[src/sv/moving_sphere_collision_time_macros.svh]
// assertion helpers used by the top-level rtl, clocked on clk and quiet during reset
`ifndef MOVING_SPHERE_COLLISION_TIME_MACROS_SVH
`define MOVING_SPHERE_COLLISION_TIME_MACROS_SVH

// same-cycle implication
`define MSCT_ASSERT_IMP(lbl, ante, cons, msg) \
  lbl: assert property (@(posedge clk) disable iff (!rst_n) (ante) |-> (cons)) \
    else $error(msg);

// next-cycle implication
`define MSCT_ASSERT_NXT(lbl, ante, cons, msg) \
  lbl: assert property (@(posedge clk) disable iff (!rst_n) (ante) |=> (cons)) \
    else $error(msg);

`endif

[src/sv/msct_pkg.sv]
`timescale 1ns / 1ps
package msct_pkg;

  localparam int COORD_WIDTH    = 20;
  localparam int VEL_WIDTH      = 16;
  localparam int TIME_FRAC_BITS = 16;
  localparam int RADIUS_WIDTH   = 10;
  localparam int FRAC_BITS      = 8;
  localparam int TIME_W         = 32;
  localparam int STATUS_W       = 2;

  function automatic int max2(input int x, input int y);
    return (x > y) ? x : y;
  endfunction

  // magnitudes of relative position and velocity
  localparam int S_W   = COORD_WIDTH + 1;
  localparam int V_W   = VEL_WIDTH + 1;
  // radius sum in q.8
  localparam int R_W   = RADIUS_WIDTH + 1 + FRAC_BITS;
  localparam int RR_W  = 2 * R_W;
  localparam int SS_W  = 2 * S_W;
  localparam int A_W   = 2 * V_W;
  localparam int BM_W  = S_W + V_W;
  localparam int B_W   = BM_W + 1;
  localparam int CMP_W = max2(SS_W, RR_W) + 1;
  localparam int RT_W  = max2(BM_W, (A_W + SS_W + 1) / 2);
  localparam int D_W   = 2 * RT_W;
  localparam int DV_W  = max2(BM_W, RT_W) + 1;
  localparam int NUM_W = SS_W + TIME_FRAC_BITS;

  // shift-add multiplier sizing
  localparam int MC_W  = max2(max2(SS_W, BM_W), R_W);
  localparam int MP_W  = max2(max2(BM_W, A_W), R_W);
  localparam int P_W   = MC_W + MP_W;
  localparam int CNT_W = $clog2(MP_W + 1);

  localparam int SQ_CNT_W  = $clog2(RT_W + 1);
  localparam int DIV_CNT_W = $clog2(NUM_W + 1);

  localparam logic [STATUS_W-1:0] STATUS_HIT      = 2'd0;
  localparam logic [STATUS_W-1:0] STATUS_OVERLAP  = 2'd1;
  localparam logic [STATUS_W-1:0] STATUS_RECEDING = 2'd2;
  localparam logic [STATUS_W-1:0] STATUS_NO_ROOT  = 2'd3;

  typedef struct packed {
    logic             start;
    logic [CNT_W-1:0] nbits;
  } mul_ctl_t;

endpackage

[src/sv/msct_mul.sv]
`timescale 1ns / 1ps
module msct_mul import msct_pkg::*; (
  input  logic            clk,
  input  logic            rst_n,
  input  mul_ctl_t        ctl,
  input  logic [MC_W-1:0] mc,
  input  logic [MP_W-1:0] mp,
  output logic            done,
  output logic [P_W-1:0]  prod
);

  logic [P_W-1:0]   mc_r;
  logic [P_W-1:0]   acc_r;
  logic [MP_W-1:0]  mp_r;
  logic [CNT_W-1:0] cnt_r;
  logic             done_r;

  // multiplier bits leave lsb first, multiplicand walks left
  always_ff @(posedge clk) begin
    if (!rst_n) begin
      cnt_r  <= '0;
      done_r <= 1'b0;
    end else begin
      done_r <= 1'b0;
      if (ctl.start) begin
        mc_r  <= P_W'(mc);
        mp_r  <= mp;
        acc_r <= '0;
        cnt_r <= ctl.nbits;
      end else if (cnt_r != '0) begin
        if (mp_r[0]) begin
          acc_r <= acc_r + mc_r;
        end
        mc_r   <= mc_r << 1;
        mp_r   <= mp_r >> 1;
        cnt_r  <= cnt_r - 1'b1;
        done_r <= (cnt_r == CNT_W'(1));
      end
    end
  end

  assign done = done_r;
  assign prod = acc_r;

endmodule

[src/sv/msct_sqrt.sv]
`timescale 1ns / 1ps
module msct_sqrt import msct_pkg::*; (
  input  logic            clk,
  input  logic            rst_n,
  input  logic            start,
  input  logic [D_W-1:0]  rad,
  output logic            done,
  output logic [RT_W-1:0] root
);

  logic [D_W-1:0]      rad_r;
  logic [RT_W:0]       rem_r;
  logic [RT_W-1:0]     root_r;
  logic [SQ_CNT_W-1:0] cnt_r;
  logic                done_r;
  logic [RT_W+2:0]     rem_sh;
  logic [RT_W+2:0]     trial;
  logic [RT_W+2:0]     diff;
  logic                fits;

  // two radicand bits per step, one root bit out
  always_comb begin
    rem_sh = {rem_r, rad_r[D_W-1 -: 2]};
    trial  = {1'b0, root_r, 2'b01};
    diff   = rem_sh - trial;
    fits   = (rem_sh >= trial);
  end

  always_ff @(posedge clk) begin
    if (!rst_n) begin
      cnt_r  <= '0;
      done_r <= 1'b0;
    end else begin
      done_r <= 1'b0;
      if (start) begin
        rad_r  <= rad;
        rem_r  <= '0;
        root_r <= '0;
        cnt_r  <= SQ_CNT_W'(RT_W);
      end else if (cnt_r != '0) begin
        rad_r <= rad_r << 2;
        if (fits) begin
          rem_r  <= diff[RT_W:0];
          root_r <= {root_r[RT_W-2:0], 1'b1};
        end else begin
          rem_r  <= rem_sh[RT_W:0];
          root_r <= {root_r[RT_W-2:0], 1'b0};
        end
        cnt_r  <= cnt_r - 1'b1;
        done_r <= (cnt_r == SQ_CNT_W'(1));
      end
    end
  end

  assign done = done_r;
  assign root = root_r;

endmodule

[src/sv/msct_div.sv]
`timescale 1ns / 1ps
module msct_div import msct_pkg::*; (
  input  logic              clk,
  input  logic              rst_n,
  input  logic              start,
  input  logic [NUM_W-1:0]  num,
  input  logic [DV_W-1:0]   den,
  output logic              done,
  output logic [TIME_W-1:0] quo
);

  logic [NUM_W-1:0]     num_r;
  logic [DV_W-1:0]      den_r;
  logic [DV_W-1:0]      rem_r;
  logic [TIME_W-1:0]    q_r;
  logic                 sat_r;
  logic [DIV_CNT_W-1:0] cnt_r;
  logic                 done_r;
  logic [DV_W:0]        rem_sh;
  logic [DV_W:0]        diff;
  logic                 ge;

  always_comb begin
    rem_sh = {rem_r, num_r[NUM_W-1]};
    diff   = rem_sh - {1'b0, den_r};
    ge     = (rem_sh >= {1'b0, den_r});
  end

  // restoring division, one quotient bit per cycle; a bit pushed out of
  // the top of the quotient means saturation
  always_ff @(posedge clk) begin
    if (!rst_n) begin
      cnt_r  <= '0;
      done_r <= 1'b0;
    end else begin
      done_r <= 1'b0;
      if (start) begin
        num_r <= num;
        den_r <= den;
        rem_r <= '0;
        q_r   <= '0;
        sat_r <= 1'b0;
        cnt_r <= DIV_CNT_W'(NUM_W);
      end else if (cnt_r != '0) begin
        num_r  <= num_r << 1;
        rem_r  <= ge ? diff[DV_W-1:0] : rem_sh[DV_W-1:0];
        q_r    <= {q_r[TIME_W-2:0], ge};
        sat_r  <= sat_r | q_r[TIME_W-1];
        cnt_r  <= cnt_r - 1'b1;
        done_r <= (cnt_r == DIV_CNT_W'(1));
      end
    end
  end

  assign done = done_r;
  assign quo  = sat_r ? '1 : q_r;

endmodule

[src/sv/moving_sphere_collision_time.sv]
`timescale 1ns / 1ps
// channel  ports                                          handshake
// input    in_operation, in_pos_*, in_vel_*, in_radius    taken when start && !busy
// result   out_status, out_collision_time                 out_valid, one cycle
//
// a store word is taken straight from idle and leaves busy low
// a compute word runs one shift-add multiplier (one multiplier bit per cycle),
// a bit-serial square root and a bit-serial divider (the last two only for a hit):
// the result word comes soonest for an overlap, then for receding, no root and a hit;
// busy is low again in the result cycle
// synchronous active-low reset clears the stored sphere and the sequencer
// the result is shown for one cycle and cannot be held off
`include "moving_sphere_collision_time_macros.svh"
module moving_sphere_collision_time import msct_pkg::*; (
  input  logic                          clk,
  input  logic                          rst_n,
  input  logic                          start,
  output logic                          busy,
  input  logic                          in_operation,
  input  logic signed [COORD_WIDTH-1:0] in_pos_x,
  input  logic signed [COORD_WIDTH-1:0] in_pos_y,
  input  logic signed [COORD_WIDTH-1:0] in_pos_z,
  input  logic signed [VEL_WIDTH-1:0]   in_vel_x,
  input  logic signed [VEL_WIDTH-1:0]   in_vel_y,
  input  logic signed [VEL_WIDTH-1:0]   in_vel_z,
  input  logic [RADIUS_WIDTH-1:0]       in_radius,
  output logic                          out_valid,
  output logic [STATUS_W-1:0]           out_status,
  output logic [TIME_W-1:0]             out_collision_time
);

  typedef enum logic [2:0] {
    ST_IDLE, ST_MUL_GO, ST_MUL_WAIT, ST_EVAL,
    ST_SQRT_GO, ST_SQRT_WAIT, ST_DIV_GO, ST_DIV_WAIT
  } state_t;

  typedef enum logic [2:0] {
    STEP_SS, STEP_RR, STEP_B, STEP_A, STEP_BB, STEP_AC
  } step_t;

  localparam logic [1:0] LANE_LAST = 2'd2;

  state_t state_r;
  step_t  step_r;
  logic [1:0] lane_r;

  logic [COORD_WIDTH-1:0]  fp_r [3];
  logic [VEL_WIDTH-1:0]    fv_r [3];
  logic [RADIUS_WIDTH-1:0] fr_r;

  logic [S_W-1:0]  s_r [3];
  logic [V_W-1:0]  v_r [3];
  logic [R_W-1:0]  r_r;
  logic [SS_W-1:0] ss_r;
  logic [RR_W-1:0] rr_r;
  logic [B_W-1:0]  b_r;
  logic [BM_W-1:0] bm_r;
  logic [A_W-1:0]  a_r;
  logic [D_W-1:0]  d_r;
  logic [D_W-1:0]  ac_r;
  logic [DV_W-1:0] den_r;

  logic                out_valid_r;
  logic [STATUS_W-1:0] out_status_r;
  logic [TIME_W-1:0]   out_time_r;

  logic [S_W-1:0]   s_mag;
  logic [V_W-1:0]   v_mag;
  logic             prod_neg;
  logic [CMP_W-1:0] ov_diff;
  logic [D_W:0]     disc_diff;

  mul_ctl_t          mul_ctl;
  logic [MC_W-1:0]   mul_mc;
  logic [MP_W-1:0]   mul_mp;
  logic              mul_done;
  logic [P_W-1:0]    mul_prod;
  logic              sq_done;
  logic [RT_W-1:0]   sq_root;
  logic              dv_done;
  logic [TIME_W-1:0] dv_quo;

  always_comb begin
    s_mag     = s_r[0][S_W-1] ? (S_W'(~s_r[0]) + S_W'(1)) : s_r[0];
    v_mag     = v_r[0][V_W-1] ? (V_W'(~v_r[0]) + V_W'(1)) : v_r[0];
    prod_neg  = s_r[0][S_W-1] ^ v_r[0][V_W-1];
    ov_diff   = CMP_W'(ss_r) - CMP_W'(rr_r);
    disc_diff = {1'b0, d_r} - {1'b0, ac_r};
  end

  // operands of the current multiply step; lane 0 of the rotating
  // position and velocity registers is always the active axis
  always_comb begin
    mul_ctl.start = (state_r == ST_MUL_GO);
    case (step_r)
      STEP_SS: begin
        mul_mc        = MC_W'(s_mag);
        mul_mp        = MP_W'(s_mag);
        mul_ctl.nbits = CNT_W'(S_W);
      end
      STEP_RR: begin
        mul_mc        = MC_W'(r_r);
        mul_mp        = MP_W'(r_r);
        mul_ctl.nbits = CNT_W'(R_W);
      end
      STEP_B: begin
        mul_mc        = MC_W'(s_mag);
        mul_mp        = MP_W'(v_mag);
        mul_ctl.nbits = CNT_W'(V_W);
      end
      STEP_A: begin
        mul_mc        = MC_W'(v_mag);
        mul_mp        = MP_W'(v_mag);
        mul_ctl.nbits = CNT_W'(V_W);
      end
      STEP_BB: begin
        mul_mc        = MC_W'(bm_r);
        mul_mp        = MP_W'(bm_r);
        mul_ctl.nbits = CNT_W'(BM_W);
      end
      STEP_AC: begin
        mul_mc        = MC_W'(ss_r);
        mul_mp        = MP_W'(a_r);
        mul_ctl.nbits = CNT_W'(A_W);
      end
      default: begin
        mul_mc        = '0;
        mul_mp        = '0;
        mul_ctl.nbits = '0;
      end
    endcase
  end

  always_ff @(posedge clk) begin
    if (!rst_n) begin
      state_r     <= ST_IDLE;
      step_r      <= STEP_SS;
      lane_r      <= '0;
      out_valid_r <= 1'b0;
      for (int i = 0; i < 3; i++) begin
        fp_r[i] <= '0;
        fv_r[i] <= '0;
      end
      fr_r <= '0;
    end else begin
      out_valid_r <= 1'b0;
      case (state_r)
        ST_IDLE: begin
          if (start) begin
            if (!in_operation) begin
              fp_r[0] <= in_pos_x;
              fp_r[1] <= in_pos_y;
              fp_r[2] <= in_pos_z;
              fv_r[0] <= in_vel_x;
              fv_r[1] <= in_vel_y;
              fv_r[2] <= in_vel_z;
              fr_r    <= in_radius;
            end else begin
              s_r[0] <= S_W'($signed(fp_r[0])) - S_W'(in_pos_x);
              s_r[1] <= S_W'($signed(fp_r[1])) - S_W'(in_pos_y);
              s_r[2] <= S_W'($signed(fp_r[2])) - S_W'(in_pos_z);
              v_r[0] <= V_W'($signed(fv_r[0])) - V_W'(in_vel_x);
              v_r[1] <= V_W'($signed(fv_r[1])) - V_W'(in_vel_y);
              v_r[2] <= V_W'($signed(fv_r[2])) - V_W'(in_vel_z);
              r_r    <= R_W'({1'b0, fr_r} + {1'b0, in_radius}) << FRAC_BITS;
              ss_r   <= '0;
              b_r    <= '0;
              a_r    <= '0;
              step_r <= STEP_SS;
              lane_r <= '0;
              state_r <= ST_MUL_GO;
            end
          end
        end
        ST_MUL_GO: state_r <= ST_MUL_WAIT;
        ST_MUL_WAIT: begin
          if (mul_done) begin
            case (step_r)
              STEP_SS: begin
                ss_r   <= ss_r + mul_prod[SS_W-1:0];
                s_r[0] <= s_r[1];
                s_r[1] <= s_r[2];
                s_r[2] <= s_r[0];
              end
              STEP_RR: rr_r <= mul_prod[RR_W-1:0];
              STEP_B: begin
                b_r    <= prod_neg ? (b_r - B_W'(mul_prod[BM_W-1:0]))
                                   : (b_r + B_W'(mul_prod[BM_W-1:0]));
                s_r[0] <= s_r[1];
                s_r[1] <= s_r[2];
                s_r[2] <= s_r[0];
                v_r[0] <= v_r[1];
                v_r[1] <= v_r[2];
                v_r[2] <= v_r[0];
              end
              STEP_A: begin
                a_r    <= a_r + mul_prod[A_W-1:0];
                v_r[0] <= v_r[1];
                v_r[1] <= v_r[2];
                v_r[2] <= v_r[0];
              end
              STEP_BB: d_r  <= mul_prod[D_W-1:0];
              STEP_AC: ac_r <= mul_prod[D_W-1:0];
              default: ;
            endcase
            state_r <= ST_EVAL;
          end
        end
        ST_EVAL: begin
          case (step_r)
            STEP_SS: begin
              if (lane_r == LANE_LAST) begin
                lane_r <= '0;
                step_r <= STEP_RR;
              end else begin
                lane_r <= lane_r + 1'b1;
              end
              state_r <= ST_MUL_GO;
            end
            STEP_RR: begin
              if (ov_diff[CMP_W-1]) begin
                out_valid_r  <= 1'b1;
                out_status_r <= STATUS_OVERLAP;
                out_time_r   <= '0;
                state_r      <= ST_IDLE;
              end else begin
                // ss_r holds c from here on
                ss_r    <= ov_diff[SS_W-1:0];
                step_r  <= STEP_B;
                state_r <= ST_MUL_GO;
              end
            end
            STEP_B: begin
              if (lane_r != LANE_LAST) begin
                lane_r  <= lane_r + 1'b1;
                state_r <= ST_MUL_GO;
              end else if (!b_r[B_W-1]) begin
                out_valid_r  <= 1'b1;
                out_status_r <= STATUS_RECEDING;
                out_time_r   <= '0;
                state_r      <= ST_IDLE;
              end else begin
                bm_r    <= BM_W'(-b_r);
                lane_r  <= '0;
                step_r  <= STEP_A;
                state_r <= ST_MUL_GO;
              end
            end
            STEP_A: begin
              if (lane_r == LANE_LAST) begin
                lane_r <= '0;
                step_r <= STEP_BB;
              end else begin
                lane_r <= lane_r + 1'b1;
              end
              state_r <= ST_MUL_GO;
            end
            STEP_BB: begin
              step_r  <= STEP_AC;
              state_r <= ST_MUL_GO;
            end
            STEP_AC: begin
              if (disc_diff[D_W]) begin
                out_valid_r  <= 1'b1;
                out_status_r <= STATUS_NO_ROOT;
                out_time_r   <= '0;
                state_r      <= ST_IDLE;
              end else begin
                d_r     <= disc_diff[D_W-1:0];
                state_r <= ST_SQRT_GO;
              end
            end
            default: state_r <= ST_IDLE;
          endcase
        end
        ST_SQRT_GO: state_r <= ST_SQRT_WAIT;
        ST_SQRT_WAIT: begin
          if (sq_done) begin
            // rationalized divisor -b + sqrt(d), never zero here
            den_r   <= DV_W'(bm_r) + DV_W'(sq_root);
            state_r <= ST_DIV_GO;
          end
        end
        ST_DIV_GO: state_r <= ST_DIV_WAIT;
        ST_DIV_WAIT: begin
          if (dv_done) begin
            out_valid_r  <= 1'b1;
            out_status_r <= STATUS_HIT;
            out_time_r   <= dv_quo;
            state_r      <= ST_IDLE;
          end
        end
        default: state_r <= ST_IDLE;
      endcase
    end
  end

  msct_mul u_mul (
    .clk   (clk),
    .rst_n (rst_n),
    .ctl   (mul_ctl),
    .mc    (mul_mc),
    .mp    (mul_mp),
    .done  (mul_done),
    .prod  (mul_prod)
  );

  msct_sqrt u_sqrt (
    .clk   (clk),
    .rst_n (rst_n),
    .start (state_r == ST_SQRT_GO),
    .rad   (d_r),
    .done  (sq_done),
    .root  (sq_root)
  );

  msct_div u_div (
    .clk   (clk),
    .rst_n (rst_n),
    .start (state_r == ST_DIV_GO),
    .num   ({ss_r, {TIME_FRAC_BITS{1'b0}}}),
    .den   (den_r),
    .done  (dv_done),
    .quo   (dv_quo)
  );

  assign busy               = (state_r != ST_IDLE);
  assign out_valid          = out_valid_r;
  assign out_status         = out_status_r;
  assign out_collision_time = out_time_r;

  `MSCT_ASSERT_IMP(a_strobe_when_idle, out_valid_r, !busy, "result word while busy")
  `MSCT_ASSERT_NXT(a_single_strobe, out_valid_r, !out_valid_r, "result word repeated")
  `MSCT_ASSERT_NXT(a_compute_goes_busy, start && !busy && in_operation, busy, "compute not started")
  `MSCT_ASSERT_IMP(a_time_only_on_hit, out_valid_r && out_status_r != STATUS_HIT, out_time_r == '0, "time set without hit")

endmodule

[config.mk]
export PLATFORM = sky130hd
export DESIGN_NAME = moving_sphere_collision_time
export DESIGN_NICKNAME = d
export VERILOG_FILES = /design/src/sv/msct_pkg.sv /design/src/sv/msct_mul.sv /design/src/sv/msct_sqrt.sv /design/src/sv/msct_div.sv /design/src/sv/moving_sphere_collision_time.sv
export VERILOG_INCLUDE_DIRS = /design/src /design/src/sv
export SDC_FILE = /design/constraint.sdc
export NUM_CORES = 2
export LEC_CHECK = 0
export ABC_AREA = 0
export BUFFER_PORTS_ARGS = -buffer_cell sky130_fd_sc_hd__buf_4
export CAP_MARGIN = 20
export CORE_MARGIN = 8
export CORE_UTILIZATION = 45
export CTS_BUF_LIST = sky130_fd_sc_hd__clkbuf_2
export CTS_CLUSTER_DIAMETER = 100
export DETAILED_ROUTE_END_ITERATION = 10
export GPL_ROUTABILITY_DRIVEN = 0
export GPL_TIMING_DRIVEN = 0
export PLACE_DENSITY = 0.64
export SETUP_SLACK_MARGIN = 0.15
export SLEW_MARGIN = 10
export SYNTH_ARGS = -nofsm -noshare
export SYNTH_HDL_FRONTEND = slang
export SYNTH_SLANG_ARGS = --single-unit
[constraint.sdc]
create_clock -name clk -period 11.65 [get_ports clk]
set_input_delay 1.7475 -clock clk [delete_from_list [all_inputs] [get_ports clk]]
set_output_delay 1.7475 -clock clk [all_outputs]
set_load 0.01 [all_outputs]
==> qor.txt <==
# clock sinks - 1185
Critical path capture point type - flip-flop
Worst R2R Start - u_mul.prod[2]
Psw - 0.00932 W
Post-layout nets - 8892
Seq pwr share - 35.7%
IO Count - 158
Setup bufs post-CTS - 0
Post-synth EDFFs - 1145
Die width - 424 um
Vias in the first global route - 59100
Initial Util - 45.1%
Antenna-violating nets left - 0
Sw Ratio - 43.6%
Global route overflow - 0
H-Tree Depth - 5
Syn Inst Count - 7671
HPWL Detailed - 169000 um
Clock skew - 0.262 ns
Unrepaired setup endpoints after global routing - no
Initial antenna violation count - 9
Slew margin rel. - 13.4%
Min-Delay Path Class - in -> reg
Internal power - 0.0120 W
Hold_ws - 0.242 ns
Maximum root-to-sink buffer count - 4
DRT Pass-1 Iters - 6
Worst R2R End - b_r[36]
Logic pwr share - 50.0%
Hold EP - fr_r[5]
Post-route DRC - 0
Netlist cell types - 98
Routed len/inst - 21.0 um
Post-cts resize count - 0
Critical setup path kind - reg -> reg
Row cnt - 150
Flops & latches, synth - 1185
Mean area per synthesized cell - 9.79 sq um
Clock transition at path regs - 0.11 ns
Worst-path fanout max - 10
Data arrival time of the worst path - 7.63 ns
Layout cells sized above 1 - 9.80%
Leak - 34.3 nW
Chip Height - 424 um
Worst hold start - in_radius[5]
CTS tree - yes
Slew of the pin with the lowest slew margin - 1.30 ns
Core ar. - 0.166 sq mm
Fillers - 15600
Maximum VDD drop - 0.124 mV
Final cell count without fillers - 10700
Routed vias - 61300
Async SR Flop Fraction - 0%
Max Transition Viols Final - 0
Placed cells - 10100
Worst reg2reg setup slack - 5.33 ns
Final Critical Period - 6.32 ns
Synth warnings - 0
Area Growth Syn to Fin - 10.1%
Hold depth - 2
Setup-failing EPs final - 0
Outcome - finished clean
CP Launch Type - flip-flop
Tcrit/Tclk final - 54.2%
Clock Latency Late Sink - 1.85 ns
Root Buffer - clkbuf_2
Die area - 0.180 sq mm
Hold Buf Count CTS - 0
Synthesized Nets - 8356
Routed WL - 224000 um
Largest net degree at the start of global routing - 64
Synth Cell Area - 0.0751 sq mm
Total track usage - 24.0%
Post-synthesis sequential area ratio - 46.9%
Max-Cap Viols - 0
WP data required - 12.96 ns
Global-route wire length before repair - 341000 um
Vias per cell - 5.76
PwrDens - 259 mW/mm^2
Fmax - 158 MHz
Clock power share - 14.3%
Drt initial violations - 5909
Worst-case reg-to-reg path depth - 21
Num CTS Buffers - 340
Fin. Hold Viols - 0
Port Buf Inserts - 155
Synth Flop Type - edfxtp_1
[registers in the layout, summed over array words and instances (netlist names), 48 cells and up]
name / flops
d_r: 76
u_mul.prod: 76
v_r: 51
fv_r: 48
fp_r: 60
s_r: 63
u_mul.mc_r: 76
u_sqrt.rad_r: 76
ac_r: 76
[layer usage]
metal	global-route usage (%)	share of wire, %	vias to the layer above
li1	-	-	29100
met1	32.0	43	29000
met2	36.3	43	2633
met3	5.49	8.7	634
met4	13.4	6.1	6
met5	0.0806	0.020	-
[stage by stage]
step | TNS, ns | setup slack [ns] | util, % | instance area [sq um] | total power (W)
global placement | -41.28 | -1.22 | 47.4 | 79000 | 0.0179
floorplan | 0 | 3.29 | - | 75100 | 0.0152
finish | 0 | 5.33 | 49.6 | 82600 | 0.0214
CTS | 0 | 5.44 | 49.6 | 82600 | 0.0213
detailed placement | 0 | 5.75 | 47.9 | 79700 | 0.0181
global route | 0 | 4.86 | 49.6 | 82600 | 0.0229
[power groups by stage]
| stage | Sequential, W | Clock, W | Combinational (W) |
|---|---|---|---|
| detailed placement | 0.00768 | 0 | 0.0105 |
| global route | 0.00768 | 0.00335 | 0.0119 |
| CTS | 0.00759 | 0.00314 | 0.0106 |
| floorplan | 0.00715 | 0 | 0.00808 |
| global placement | 0.00780 | 0 | 0.0102 |
| finish | 0.00762 | 0.00306 | 0.0107 |
[cells in the final DEF (no fill, tap or decap), drive strengths merged, types with 81 or more instances in the layout]
cell type,netlist,layout
a21oi,567,567
xnor2,332,332
inv,487,489
o21ai,453,453
ha,548,548
nand3,120,120
a21o,248,248
xor2,223,223
clkbuf,234,727
nor2,745,745
edfxtp,1145,1145
and2,118,118
buf,40,234
nand2,910,910
nor2b,85,85
nor3,218,218
mux2i,81,81
[synthesized netlist by cell type, types with 13 or more instances]
cell	count	area, sq um
edfxtp_1	1145	34400
nand2_1	910	3420
nor2_1	745	2800
a21oi_1	565	2830
ha_1	548	6860
inv_1	487	1830
o21ai_0	445	2230
xnor2_1	332	2910
a21o_1	248	1860
clkbuf_1	233	875
xor2_1	223	1950
nor3_1	218	1090
nand3_1	120	601
and2_1	117	732
nor2b_1	84	526
mux2i_1	81	811
o21bai_1	79	593
nand2b_1	70	438
a211oi_1	68	510
o21a_1	62	465
o31ai_1	61	458
and3_1	58	363
nand4_1	57	357
a31oi_1	48	300
or3_1	45	282
dfxtp_1	40	801
o22ai_1	38	238
nor4_1	35	219
a21boi_0	34	255
a22oi_1	34	255
or2_2	30	188
buf_1	25	93.8
nor3b_1	24	180
o211ai_1	23	173
a211o_1	19	166
a22o_1	19	166
a221oi_1	18	158
or4_1	17	128
a32oi_1	16	140
a31o_2	15	131
fa_1	15	300
o31a_1	15	131
nand3b_1	13	97.6
[how the worst max path moves through the flow]
stage / from / endpoint
2_1_floorplan: rst_n / a_r[0]
3_3_place_gp: in_operation / a_r[32]
3_5_place_dp: v_r[0][16] / b_r[38]
4_1_cts: u_mul.prod[4] / b_r[36]
5_1_grt: u_mul.prod[2] / b_r[36]
6_report: u_mul.prod[2] / b_r[36]
[critical path: stages (launching register included)]
cell	delay (ns)
edfxtp_1	0.69
nor3_1	0.34
nand2b_1	0.13
nor3_1	0.25
nor4b_1	0.63
and3_1	0.33
a21oi_1	0.16
a21oi_1	0.62
nand2_1	0.14
xnor2_1	0.17
ha_1	0.26
nor3_1	0.14
o21ai_0	0.16
a31o_2	0.27
a21oi_1	0.22
o21ai_0	0.12
a211oi_1	0.40
o21bai_1	0.16
a21oi_1	0.23
o21ai_0	0.14
xnor2_1	0.14
nor2_1	0.05
[cell type report]
cell class / instances / area [sq um] / share of cell area, %
sequential: 1185 / 35200 / 42.6
inverter: 488 / 1840 / 2.23
clock buffer: 493 / 2470 / 2.99
antenna: 4 / 10.0 / 0.0121
buffer: 274 / 1060 / 1.28
timing repair buffer: 194 / 1790 / 2.16
multi-input combinational: 5724 / 37100 / 44.9
tap: 2204 / 2760 / 3.34
clock inverter: 84 / 417 / 0.504
[cell families after synthesis]
logic type      Yosys count  synth area share (%)
buf+inv                 762                  3.85
simple gates           2570                  15.5
fa+ha+maj               563                  9.53
compound gates         1949                  16.6
xor+xnor                555                  6.48
mux                      87                  1.19
flops                  1185                  46.9
Note: power is estimated with default switching activity, not from simulation.
